<file path="src/rtl/core/ipv4_dotted_quad_parser_unit_assert.svh">
// Assertion macros shared by the dotted-quad parser RTL.
`ifndef IPV4_DOTTED_QUAD_PARSER_UNIT_ASSERT_SVH
`define IPV4_DOTTED_QUAD_PARSER_UNIT_ASSERT_SVH

// Check that a condition holds in every cycle outside reset.
`define IPV4DQP_ASSERT_ALWAYS(lbl, cond, msg) \
  lbl: assert property (@(posedge clk_i) disable iff (!rst_ni) (cond)) \
    else $error(msg);

// Check that a trigger is followed, in the next cycle, by a condition.
`define IPV4DQP_ASSERT_NEXT(lbl, trig, cond, msg) \
  lbl: assert property (@(posedge clk_i) disable iff (!rst_ni) (trig) |=> (cond)) \
    else $error(msg);

`endif

</file>
<file path="src/rtl/core/ipv4dqp_pkg.sv">
// Types and constants for the IPv4 dotted-quad parser.
package ipv4dqp_pkg;

  // ASCII codes and limits used by the octet parser
  localparam logic [7:0] DotChar   = 8'h2E;
  localparam logic [7:0] ZeroChar  = 8'h30;
  localparam logic [7:0] NineChar  = 8'h39;
  localparam logic [11:0] OctetMax = 12'd255;
  localparam logic [1:0] LastOctet = 2'd3;

  // One byte of the address string
  typedef struct packed {
    logic [7:0] ch;
    logic       has_char;
    logic       last;
  } in_item_t;

  // Parse result, given on the last byte of a string
  typedef struct packed {
    logic        ok;
    logic [31:0] addr;
  } out_item_t;

endpackage

</file>
<file path="src/rtl/core/ipv4dqp_in_reg.sv">
// Input register stage of the dotted-quad parser.
module ipv4dqp_in_reg
  import ipv4dqp_pkg::*;
(
  input  logic     clk_i,
  input  logic     rst_ni,
  input  logic     in_valid_i,
  output logic     in_stall_o,
  input  in_item_t in_data_i,
  output logic     item_valid_o,
  output in_item_t item_o,
  input  logic     item_take_i
);

  logic     valid_q, valid_d;
  in_item_t item_q, item_d;
  logic     load;

  // Refill whenever the held item is empty or leaves this cycle
  assign in_stall_o = valid_q && !item_take_i;
  assign load       = in_valid_i && !in_stall_o;

  always_comb begin
    valid_d = valid_q;
    item_d  = item_q;
    if (load) begin
      valid_d = 1'b1;
      item_d  = in_data_i;
    end else if (item_take_i) begin
      valid_d = 1'b0;
    end
  end

  always_ff @(posedge clk_i or negedge rst_ni) begin
    if (!rst_ni) begin
      valid_q <= 1'b0;
    end else begin
      valid_q <= valid_d;
    end
  end

  always_ff @(posedge clk_i) begin
    item_q <= item_d;
  end

  assign item_valid_o = valid_q;
  assign item_o       = item_q;

endmodule

</file>
<file path="src/rtl/core/ipv4dqp_core.sv">
// Per-byte parse state and result logic of the dotted-quad parser.
`include "ipv4_dotted_quad_parser_unit_assert.svh"

module ipv4dqp_core
  import ipv4dqp_pkg::*;
(
  input  logic      clk_i,
  input  logic      rst_ni,
  input  logic      item_valid_i,
  input  in_item_t  item_i,
  output logic      item_take_o,
  input  logic      res_ready_i,
  output logic      res_valid_o,
  output out_item_t res_o
);

  logic [1:0]  idx_q, idx_d;
  logic [7:0]  val_q, val_d;
  logic        seen_q, seen_d;
  logic        failed_q, failed_d;
  logic        tail_q, tail_d;
  logic [23:0] upper_q, upper_d;

  logic        is_dot;
  logic        is_digit;
  logic [7:0]  digit;
  logic [11:0] acc;
  logic        ok;

  // Classify the byte; value * 10 + digit as two shifted adds
  assign is_dot   = item_i.ch == DotChar;
  assign is_digit = (item_i.ch >= ZeroChar) && (item_i.ch <= NineChar);
  assign digit    = item_i.ch - ZeroChar;
  assign acc      = {1'b0, val_q, 3'b000} + {3'b000, val_q, 1'b0} + {8'h00, digit[3:0]};

  // Advance the parse state by one byte
  always_comb begin
    idx_d    = idx_q;
    val_d    = val_q;
    seen_d   = seen_q;
    failed_d = failed_q;
    tail_d   = tail_q;
    upper_d  = upper_q;
    if (item_i.has_char && !failed_q && !tail_q) begin
      priority if (is_dot) begin
        priority if (!seen_q) begin
          failed_d = 1'b1;
        end else if (idx_q != LastOctet) begin
          upper_d = {upper_q[15:0], val_q};
          idx_d   = idx_q + 2'd1;
          val_d   = 8'h00;
          seen_d  = 1'b0;
        end else begin
          tail_d = 1'b1;
        end
      end else if (is_digit) begin
        if (acc > OctetMax) begin
          failed_d = 1'b1;
        end else begin
          val_d  = acc[7:0];
          seen_d = 1'b1;
        end
      end else begin
        failed_d = 1'b1;
      end
    end
  end

  // Final verdict on the updated state
  assign ok = !failed_d && (tail_d || ((idx_d == LastOctet) && seen_d));

  assign res_o.ok   = ok;
  assign res_o.addr = ok ? {upper_d, val_d} : 32'h0000_0000;

  // A last byte needs room for its result; other bytes always pass
  assign item_take_o = item_valid_i && (!item_i.last || res_ready_i);
  assign res_valid_o = item_take_o && item_i.last;

  // Commit the new state; drop it back to reset after the last byte
  always_ff @(posedge clk_i or negedge rst_ni) begin
    if (!rst_ni) begin
      idx_q    <= 2'd0;
      val_q    <= 8'h00;
      seen_q   <= 1'b0;
      failed_q <= 1'b0;
      tail_q   <= 1'b0;
      upper_q  <= 24'h00_0000;
    end else if (item_take_o) begin
      if (item_i.last) begin
        idx_q    <= 2'd0;
        val_q    <= 8'h00;
        seen_q   <= 1'b0;
        failed_q <= 1'b0;
        tail_q   <= 1'b0;
        upper_q  <= 24'h00_0000;
      end else begin
        idx_q    <= idx_d;
        val_q    <= val_d;
        seen_q   <= seen_d;
        failed_q <= failed_d;
        tail_q   <= tail_d;
        upper_q  <= upper_d;
      end
    end
  end

  `IPV4DQP_ASSERT_ALWAYS(a_fail_tail_excl, !(failed_q && tail_q), "failed and tail both set")
  `IPV4DQP_ASSERT_ALWAYS(a_tail_in_fourth, !tail_q || (idx_q == LastOctet), "tail before fourth octet")
  `IPV4DQP_ASSERT_NEXT(a_clear_after_last, res_valid_o, (idx_q == 2'd0) && !seen_q && !failed_q && !tail_q, "state not cleared after last byte")

endmodule

</file>
<file path="src/rtl/core/ipv4dqp_out_buf.sv">
// Output register with one skid entry for the dotted-quad parser.
`include "ipv4_dotted_quad_parser_unit_assert.svh"

module ipv4dqp_out_buf
  import ipv4dqp_pkg::*;
(
  input  logic      clk_i,
  input  logic      rst_ni,
  input  logic      res_valid_i,
  input  out_item_t res_i,
  output logic      res_ready_o,
  output logic      out_valid_o,
  input  logic      out_stall_i,
  output out_item_t out_data_o
);

  logic      out_valid_q, out_valid_d;
  out_item_t out_q, out_d;
  logic      skid_full_q, skid_full_d;
  out_item_t skid_q, skid_d;
  logic      xfer;

  assign res_ready_o = !skid_full_q;
  assign xfer        = out_valid_q && !out_stall_i;

  // Fill the output register first, park in the skid entry when it is held
  always_comb begin
    out_valid_d = out_valid_q;
    out_d       = out_q;
    skid_full_d = skid_full_q;
    skid_d      = skid_q;
    if (res_valid_i) begin
      if (!out_valid_q || xfer) begin
        out_valid_d = 1'b1;
        out_d       = res_i;
      end else begin
        skid_full_d = 1'b1;
        skid_d      = res_i;
      end
    end else if (xfer) begin
      if (skid_full_q) begin
        out_d       = skid_q;
        skid_full_d = 1'b0;
      end else begin
        out_valid_d = 1'b0;
      end
    end
  end

  always_ff @(posedge clk_i or negedge rst_ni) begin
    if (!rst_ni) begin
      out_valid_q <= 1'b0;
      skid_full_q <= 1'b0;
    end else begin
      out_valid_q <= out_valid_d;
      skid_full_q <= skid_full_d;
    end
  end

  always_ff @(posedge clk_i) begin
    out_q  <= out_d;
    skid_q <= skid_d;
  end

  assign out_valid_o = out_valid_q;
  assign out_data_o  = out_q;

  `IPV4DQP_ASSERT_ALWAYS(a_skid_behind_out, !skid_full_q || out_valid_q, "skid entry without output")

endmodule

</file>
<file path="src/rtl/core/ipv4_dotted_quad_parser_unit.sv">
// Top level of the IPv4 dotted-quad parser.
//
// Parses an IPv4 dotted-decimal string fed one byte per transfer and, on the
// transfer marked last, gives one result: ok and the 32-bit address (first
// octet in the top byte, zero when the parse fails). A byte may be taken in
// every cycle; a byte goes from the input register through the parse logic
// into the output register, from which its result is offered. The output
// register has one skid entry behind it, so input keeps flowing while a
// result waits; the input stalls only when both are full and a last byte
// is waiting.
module ipv4_dotted_quad_parser_unit
  import ipv4dqp_pkg::*;
(
  input  logic      clk_i,
  input  logic      rst_ni,
  input  logic      in_valid_i,
  output logic      in_stall_o,
  input  in_item_t  in_data_i,
  output logic      out_valid_o,
  input  logic      out_stall_i,
  output out_item_t out_data_o
);

  logic      item_valid;
  in_item_t  item;
  logic      item_take;
  logic      res_valid;
  logic      res_ready;
  out_item_t res;

  ipv4dqp_in_reg u_in_reg (
    .clk_i        (clk_i),
    .rst_ni       (rst_ni),
    .in_valid_i   (in_valid_i),
    .in_stall_o   (in_stall_o),
    .in_data_i    (in_data_i),
    .item_valid_o (item_valid),
    .item_o       (item),
    .item_take_i  (item_take)
  );

  ipv4dqp_core u_core (
    .clk_i        (clk_i),
    .rst_ni       (rst_ni),
    .item_valid_i (item_valid),
    .item_i       (item),
    .item_take_o  (item_take),
    .res_ready_i  (res_ready),
    .res_valid_o  (res_valid),
    .res_o        (res)
  );

  ipv4dqp_out_buf u_out_buf (
    .clk_i       (clk_i),
    .rst_ni      (rst_ni),
    .res_valid_i (res_valid),
    .res_i       (res),
    .res_ready_o (res_ready),
    .out_valid_o (out_valid_o),
    .out_stall_i (out_stall_i),
    .out_data_o  (out_data_o)
  );

endmodule

</file>
<file path="config.mk">
export PLATFORM = sky130hd
export DESIGN_NAME = ipv4_dotted_quad_parser_unit
export DESIGN_NICKNAME = d
export VERILOG_FILES = /design/src/rtl/core/ipv4dqp_pkg.sv /design/src/rtl/core/ipv4dqp_in_reg.sv /design/src/rtl/core/ipv4dqp_core.sv /design/src/rtl/core/ipv4dqp_out_buf.sv /design/src/rtl/core/ipv4_dotted_quad_parser_unit.sv
export VERILOG_INCLUDE_DIRS = /design/src /design/src/rtl/core
export SDC_FILE = /design/constraint.sdc
export NUM_CORES = 1
export LEC_CHECK = 0
export BUFFER_PORTS_ARGS = -buffer_cell sky130_fd_sc_hd__buf_2
export CAP_MARGIN = 10
export CORE_MARGIN = 2
export CORE_UTILIZATION = 50
export CTS_CLUSTER_DIAMETER = 120
export DETAILED_ROUTE_END_ITERATION = 16
export PLACE_DENSITY_LB_ADDON = 0.05
export SLEW_MARGIN = 10
export SYNTH_ARGS = -nofsm -noshare
export SYNTH_HDL_FRONTEND = slang
export SYNTH_SLANG_ARGS = --single-unit
</file>
<file path="constraint.sdc">
create_clock -name clk_i -period 4.25 [get_ports clk_i]
set_input_delay 0.2125 -clock clk_i [delete_from_list [all_inputs] [get_ports clk_i]]
set_output_delay 0.2125 -clock clk_i [all_outputs]
set_load 0.05 [all_outputs]
</file>
Yosys cells after proc, flatten, opt, wreduce, memory -nomap -nowiden
Index checks and enable logic that the tools add are counted.
Widths: inputs -> output; s select.
{"block": "totals", "wordCells": 108, "out_inout_bits": 35, "register_bits": 116}
{"block": "op_classes", "bitwise_logic": 1, "n_lt_le_gt_ge": 3, "reduce_logical": 29, "eq_ne": 6, "mux": 49, "add_sub_neg": 4}
{"op": "$mux 33", "n": 4}
{"op": "$mux 24", "n": 5}
{"op": "$mux 8", "n": 7}
{"op": "$mux 32", "n": 1}
{"op": "$mux 1", "n": 27}
{"op": "$add 11x9->12", "n": 1}
{"op": "$add 12x4->12", "n": 1}
{"op": "$gt 12x8->1 const B", "n": 1}
{"op": "$logic_and 1x1->1", "n": 10}
{"op": "$mux 2", "n": 5}
{"op": "$logic_not 1->1", "n": 9}
{"op": "$eq 8x6->1 const B", "n": 1}
{"op": "$ge 8x6->1 const B", "n": 1}
{"op": "$le 8x6->1 const B", "n": 1}
{"op": "$ne 2x2->1 const B", "n": 3}
{"op": "$reduce_and 3->1", "n": 2}
{"op": "$reduce_bool 2->1", "n": 3}
{"op": "$reduce_and 2->1", "n": 2}
{"op": "$sub 4x1->4 const B", "n": 1}
{"op": "$logic_or 1x1->1", "n": 3}
{"op": "$add 2x1->2 const B", "n": 1}
{"op": "$eq 2x2->1 const B", "n": 1}
{"op": "$ne 2x1->1 const B", "n": 1}
{"op": "$not 1->1", "n": 1}

Depth between registers and ports, before layout
{"block": "logic_depth", "depth_word": 13, "mapped_depth": 13}

By module
A second synthesis with hierarchy kept.
{"block": "unflattened", "hier_cells": 412, "area_unflattened_um2": 5798.1}
{"mod": "ipv4dqp_core", "cells_per_inst": 282, "area_per_inst_um2": 2819.0, "instances": 1}
{"mod": "ipv4dqp_out_buf", "cells_per_inst": 115, "area_per_inst_um2": 2621.3, "instances": 1}
{"mod": "ipv4dqp_in_reg", "cells_per_inst": 15, "area_per_inst_um2": 357.8, "instances": 1}

Worst setup path before layout
No wires, ideal clock.
{"block": "synth_timing", "path_type": "flip-flop to flip-flop", "startpoint": "register u_core.val_q[0]", "endpoint": "register u_out_buf.out_q, in the netlist u_out_buf.out_data_o[2], data pin", "t_arrival_ns": 3.330, "stages_incl_launch_ff": 12, "slack_ns": 0.653, "t_required_ns": 3.983, "cell_sequence": "dfrtp_1 inv_1 fa_1 inv_1 fa_1 nand3_1 a21oi_1 or4_4 a2111oi_4 buf_4 mux2i_1 o31ai_1"}
{"element": "start: declaration", "line_no": "ipv4dqp_core.sv:18", "source": "logic [7:0] val_q, val_d;"}
{"element": "start signal: assignment", "line_no": "ipv4dqp_core.sv:98", "source": "val_q <= val_d;"}
{"element": "end signal: assignment", "line_no": "ipv4dqp_out_buf.sv:61", "source": "out_q <= out_d;"}
{"element": "end: declaration", "line_no": "ipv4dqp_out_buf.sv:18", "source": "out_item_t out_q, out_d;"}

==> flow_metrics.tcl <==
set metrics [dict create \
    io_pins 49 \
    use_met3 0.04540 \
    path_class "flop to flop" \
    hold_viol_final 0 \
    hold_path.class "input port to async pin" \
    hold_ws_ns 0.3725 \
    peakVddDrop_v 0.0002858 \
    avgSynthCellArea_sq_um 12.42 \
    post_cts_resized 0 \
    globalRouteTotalUtil 0.2053 \
    drive_above_1_share 0.1902 \
    core_area_sq_mm 0.01037 \
    cts_max_level 4 \
    synthTopCellsByArea "edfxtp_1, dfrtp_1, mux2i_1, a22o_1, o31ai_1" \
    cts-buffers-inserted 17 \
    slew_viol_final 0 \
    dr.pass1.iters 5 \
    wl_per_cell_um 16.74 \
    via_per_inst 5.475 \
    max-cap-violations 0 \
    clk_pin_slew_ns 0.06 \
    gp_congestion 0.8443 \
    syn_to_final_growth_pct 19.85 \
    grt_pass1_vias 3546 \
    die_h_um 107.7 \
    grt_max_degree 52 \
    setup_viol 0 \
    busiest_layer "met2" \
    syn_area_sq_mm 0.005376 \
    fin_ws_ns 0.3826 \
    die_w_um 107.7 \
    timing.fmax_mhz 258.6 \
    multi_input_area_sq_mm 0.001972 \
    clock-sinks 116 \
    dp_cells 601 \
    yosysWarnings 0 \
    nNetsFinal 528 \
    synth.distinct_cells 46 \
    synth_seq_cells 116 \
    cp_max_fo 35 \
    finalCritPeriodShare 0.9100 \
    outcome "finished clean" \
    initialDrtViolationCount 186 \
    antenna_cells 0 \
    fin_crit_ns 3.867 \
    fp-row-count 37 \
    synth_ff_type "edfxtp_1" \
    synth-edff-count 76 \
    arrival_ns 4.10 \
    vias 3537 \
    yosysTopAreaCell "edfxtp_1" \
    crit_chain "inv_1, fa_1, inv_1, ha_1, a21oi_1, o311ai_0, o211a_1, xor2_1, a2111oi_4, buf_4, o31ai_4, buf_4, o31ai_1" \
    clock_latency_ns 0.51 \
    syn-num-nets 464 \
    end_kind "flop" \
    rsz0062_at_grt "false" \
    dp_hpwl_um 6906 \
    numPortBuffers 48 \
    antenna_found_initial 0 \
    grt_first_pass_wirelength_um 18110 \
    async_reset_ff_frac 0.3448 \
    grt-ovfl-total 0 \
    nFillCells 839 \
    pre_cts_slack_ns 0.4100 \
    netlist.area_leader.share 0.4245 \
    relSlewSlack 0.2677 \
    finalClockSkew_ns 0.01517 \
    ant_nets 0 \
    final_cell_mix "edfxtp_1, nand2_1, buf_2" \
    postSynthCellCount 433 \
    drc 0 \
    cp_slowest_stage_delay_ns 0.57 \
    worstMarginPinSlew_ns 1.096 \
    p_leak_nw 2.602 \
    fin_cells 646 \
    utilization 0.6214 \
    die_area_sq_mm 0.01160 \
    routed_wl_um 10810 \
    ctsRootBufferMaster "clkbuf_8" \
    powerDensity_mw_per_mm2 514.7 \
    start_kind "flop" \
    clock_path_buffers 2 \
    ff_latch_area_sq_mm 0.003283 \
    tns_ns 0 \
    cp_data_required_time_ns 4.48 \
    cts_tree "done" \
    initial_core_util 0.5185 \
    met2_usage 0.3275 \
    seq_area_frac_synth 0.6107 \
    crit_slowest_cell "o311ai_0" \
    final_common_cell "edfxtp_1" \
    cts_setup_buffers 0 \
    cts_hold_repair.buffers 13 \
    met1_usage 0.2771 \
]
-- metrics by stage --
step	cell area (sq um)	total power, mW
finish	6444	3.317
detailed placement	5771	2.053
global route	6444	3.455
global placement	5771	2.042
floorplan	5376	1.898
CTS	6444	3.354
-- cell type report --
type	instances	area share
clock buffer	26	0.07573
timing repair buffer	69	0.06680
tap	136	0.02641
inverter	12	0.006990
multi-input combinational	281	0.3060
sequential	116	0.5095
clock inverter	6	0.008544
-- critical path, delay by kind of cell, from the launching register on --
family | cells | cell delay (ns)
adders and majority gates | 2 | 0.78
DFF | 1 | 0.43
xor gates and xnor gates | 1 | 0.24
buffers and inverters | 4 | 0.79
AOI/OAI and AO/OA | 6 | 1.32
-- synthesized netlist by cell type (2+ instances only) --
master    number
dfrtp_1       40
o21bai_1       2
o311ai_0       2
nand2b_1       4
and2_1         3
nor3_1         2
and3_1         4
o31ai_1       27
a22o_1        24
a32o_1         4
or3_1          3
o21ai_0        8
o31ai_2        7
a21oi_1       15
nand2_1       51
fa_1           2
clkbuf_1      20
edfxtp_1      76
mux2_2         2
nand4_1        4
ha_1          15
mux2i_1       29
nor4b_1        2
xnor2_1        4
nor2_1        43
xor2_1         2
nand3_1        8
inv_1         12
-- power breakdown --
part	internal, mW	leakage, nW	switching (mW)
clock network	0.831	0.273	0.454
logic	0.122	1.05	0.495
registers	1.36	1.28	0.0513
-- logic make-up (layout without fill, tap and decap cells) --
| kind of cell | count (synthesis) | count (layout) | share of synthesized area |
|---|---|---|---|
| and+or+nand+nor | 128 | 128 | 0.1052 |
| buffers and inverters | 36 | 113 | 0.02746 |
| AOI/OAI and AO/OA | 99 | 99 | 0.1464 |
| DFF | 116 | 116 | 0.6107 |
| muxes | 31 | 31 | 0.05818 |
| adders and majority gates | 17 | 17 | 0.04236 |
| xor gates and xnor gates | 6 | 6 | 0.009774 |
-- state kept, by name, summed over array words and instances (netlist names) --
register               cells
u_core.failed_q            1
u_core.idx_q               2
u_core.seen_q              1
u_core.tail_q              1
u_core.upper_q            24
u_core.val_q               8
u_in_reg.item_o           10
u_in_reg.item_valid_o      1
u_out_buf.out_data_o      33
u_out_buf.out_valid_o      1
u_out_buf.skid_full_q      1
u_out_buf.skid_q          33
-- layer usage --
metal	wire [um]	up-vias	share of wire
met3	376	11	0.035
met5	0	-	0
li1	-	1757	-
met1	5120	1702	0.47
met4	87	0	0.0080
met2	5228	67	0.48
-- worst paths after layout --
check,startpoint,to,slack [ns],cells past startpoint
setup / recovery,u_core.val_q[0],u_out_buf.out_data_o[18],0.38,13
hold / removal,rst_ni,u_core.upper_q[21],0.37,2
setup reg to reg,u_core.val_q[0],u_out_buf.out_data_o[18],0.38,13
hold reg to reg,u_core.upper_q[16],u_core.upper_q[16],0.50,1
max in group asynchronous,rst_ni,u_core.upper_q[3],3.30,2
min in group clk_i,in_data_i[9],u_in_reg.item_o[9],0.42,2
Power figures use the tool's default switching activity.
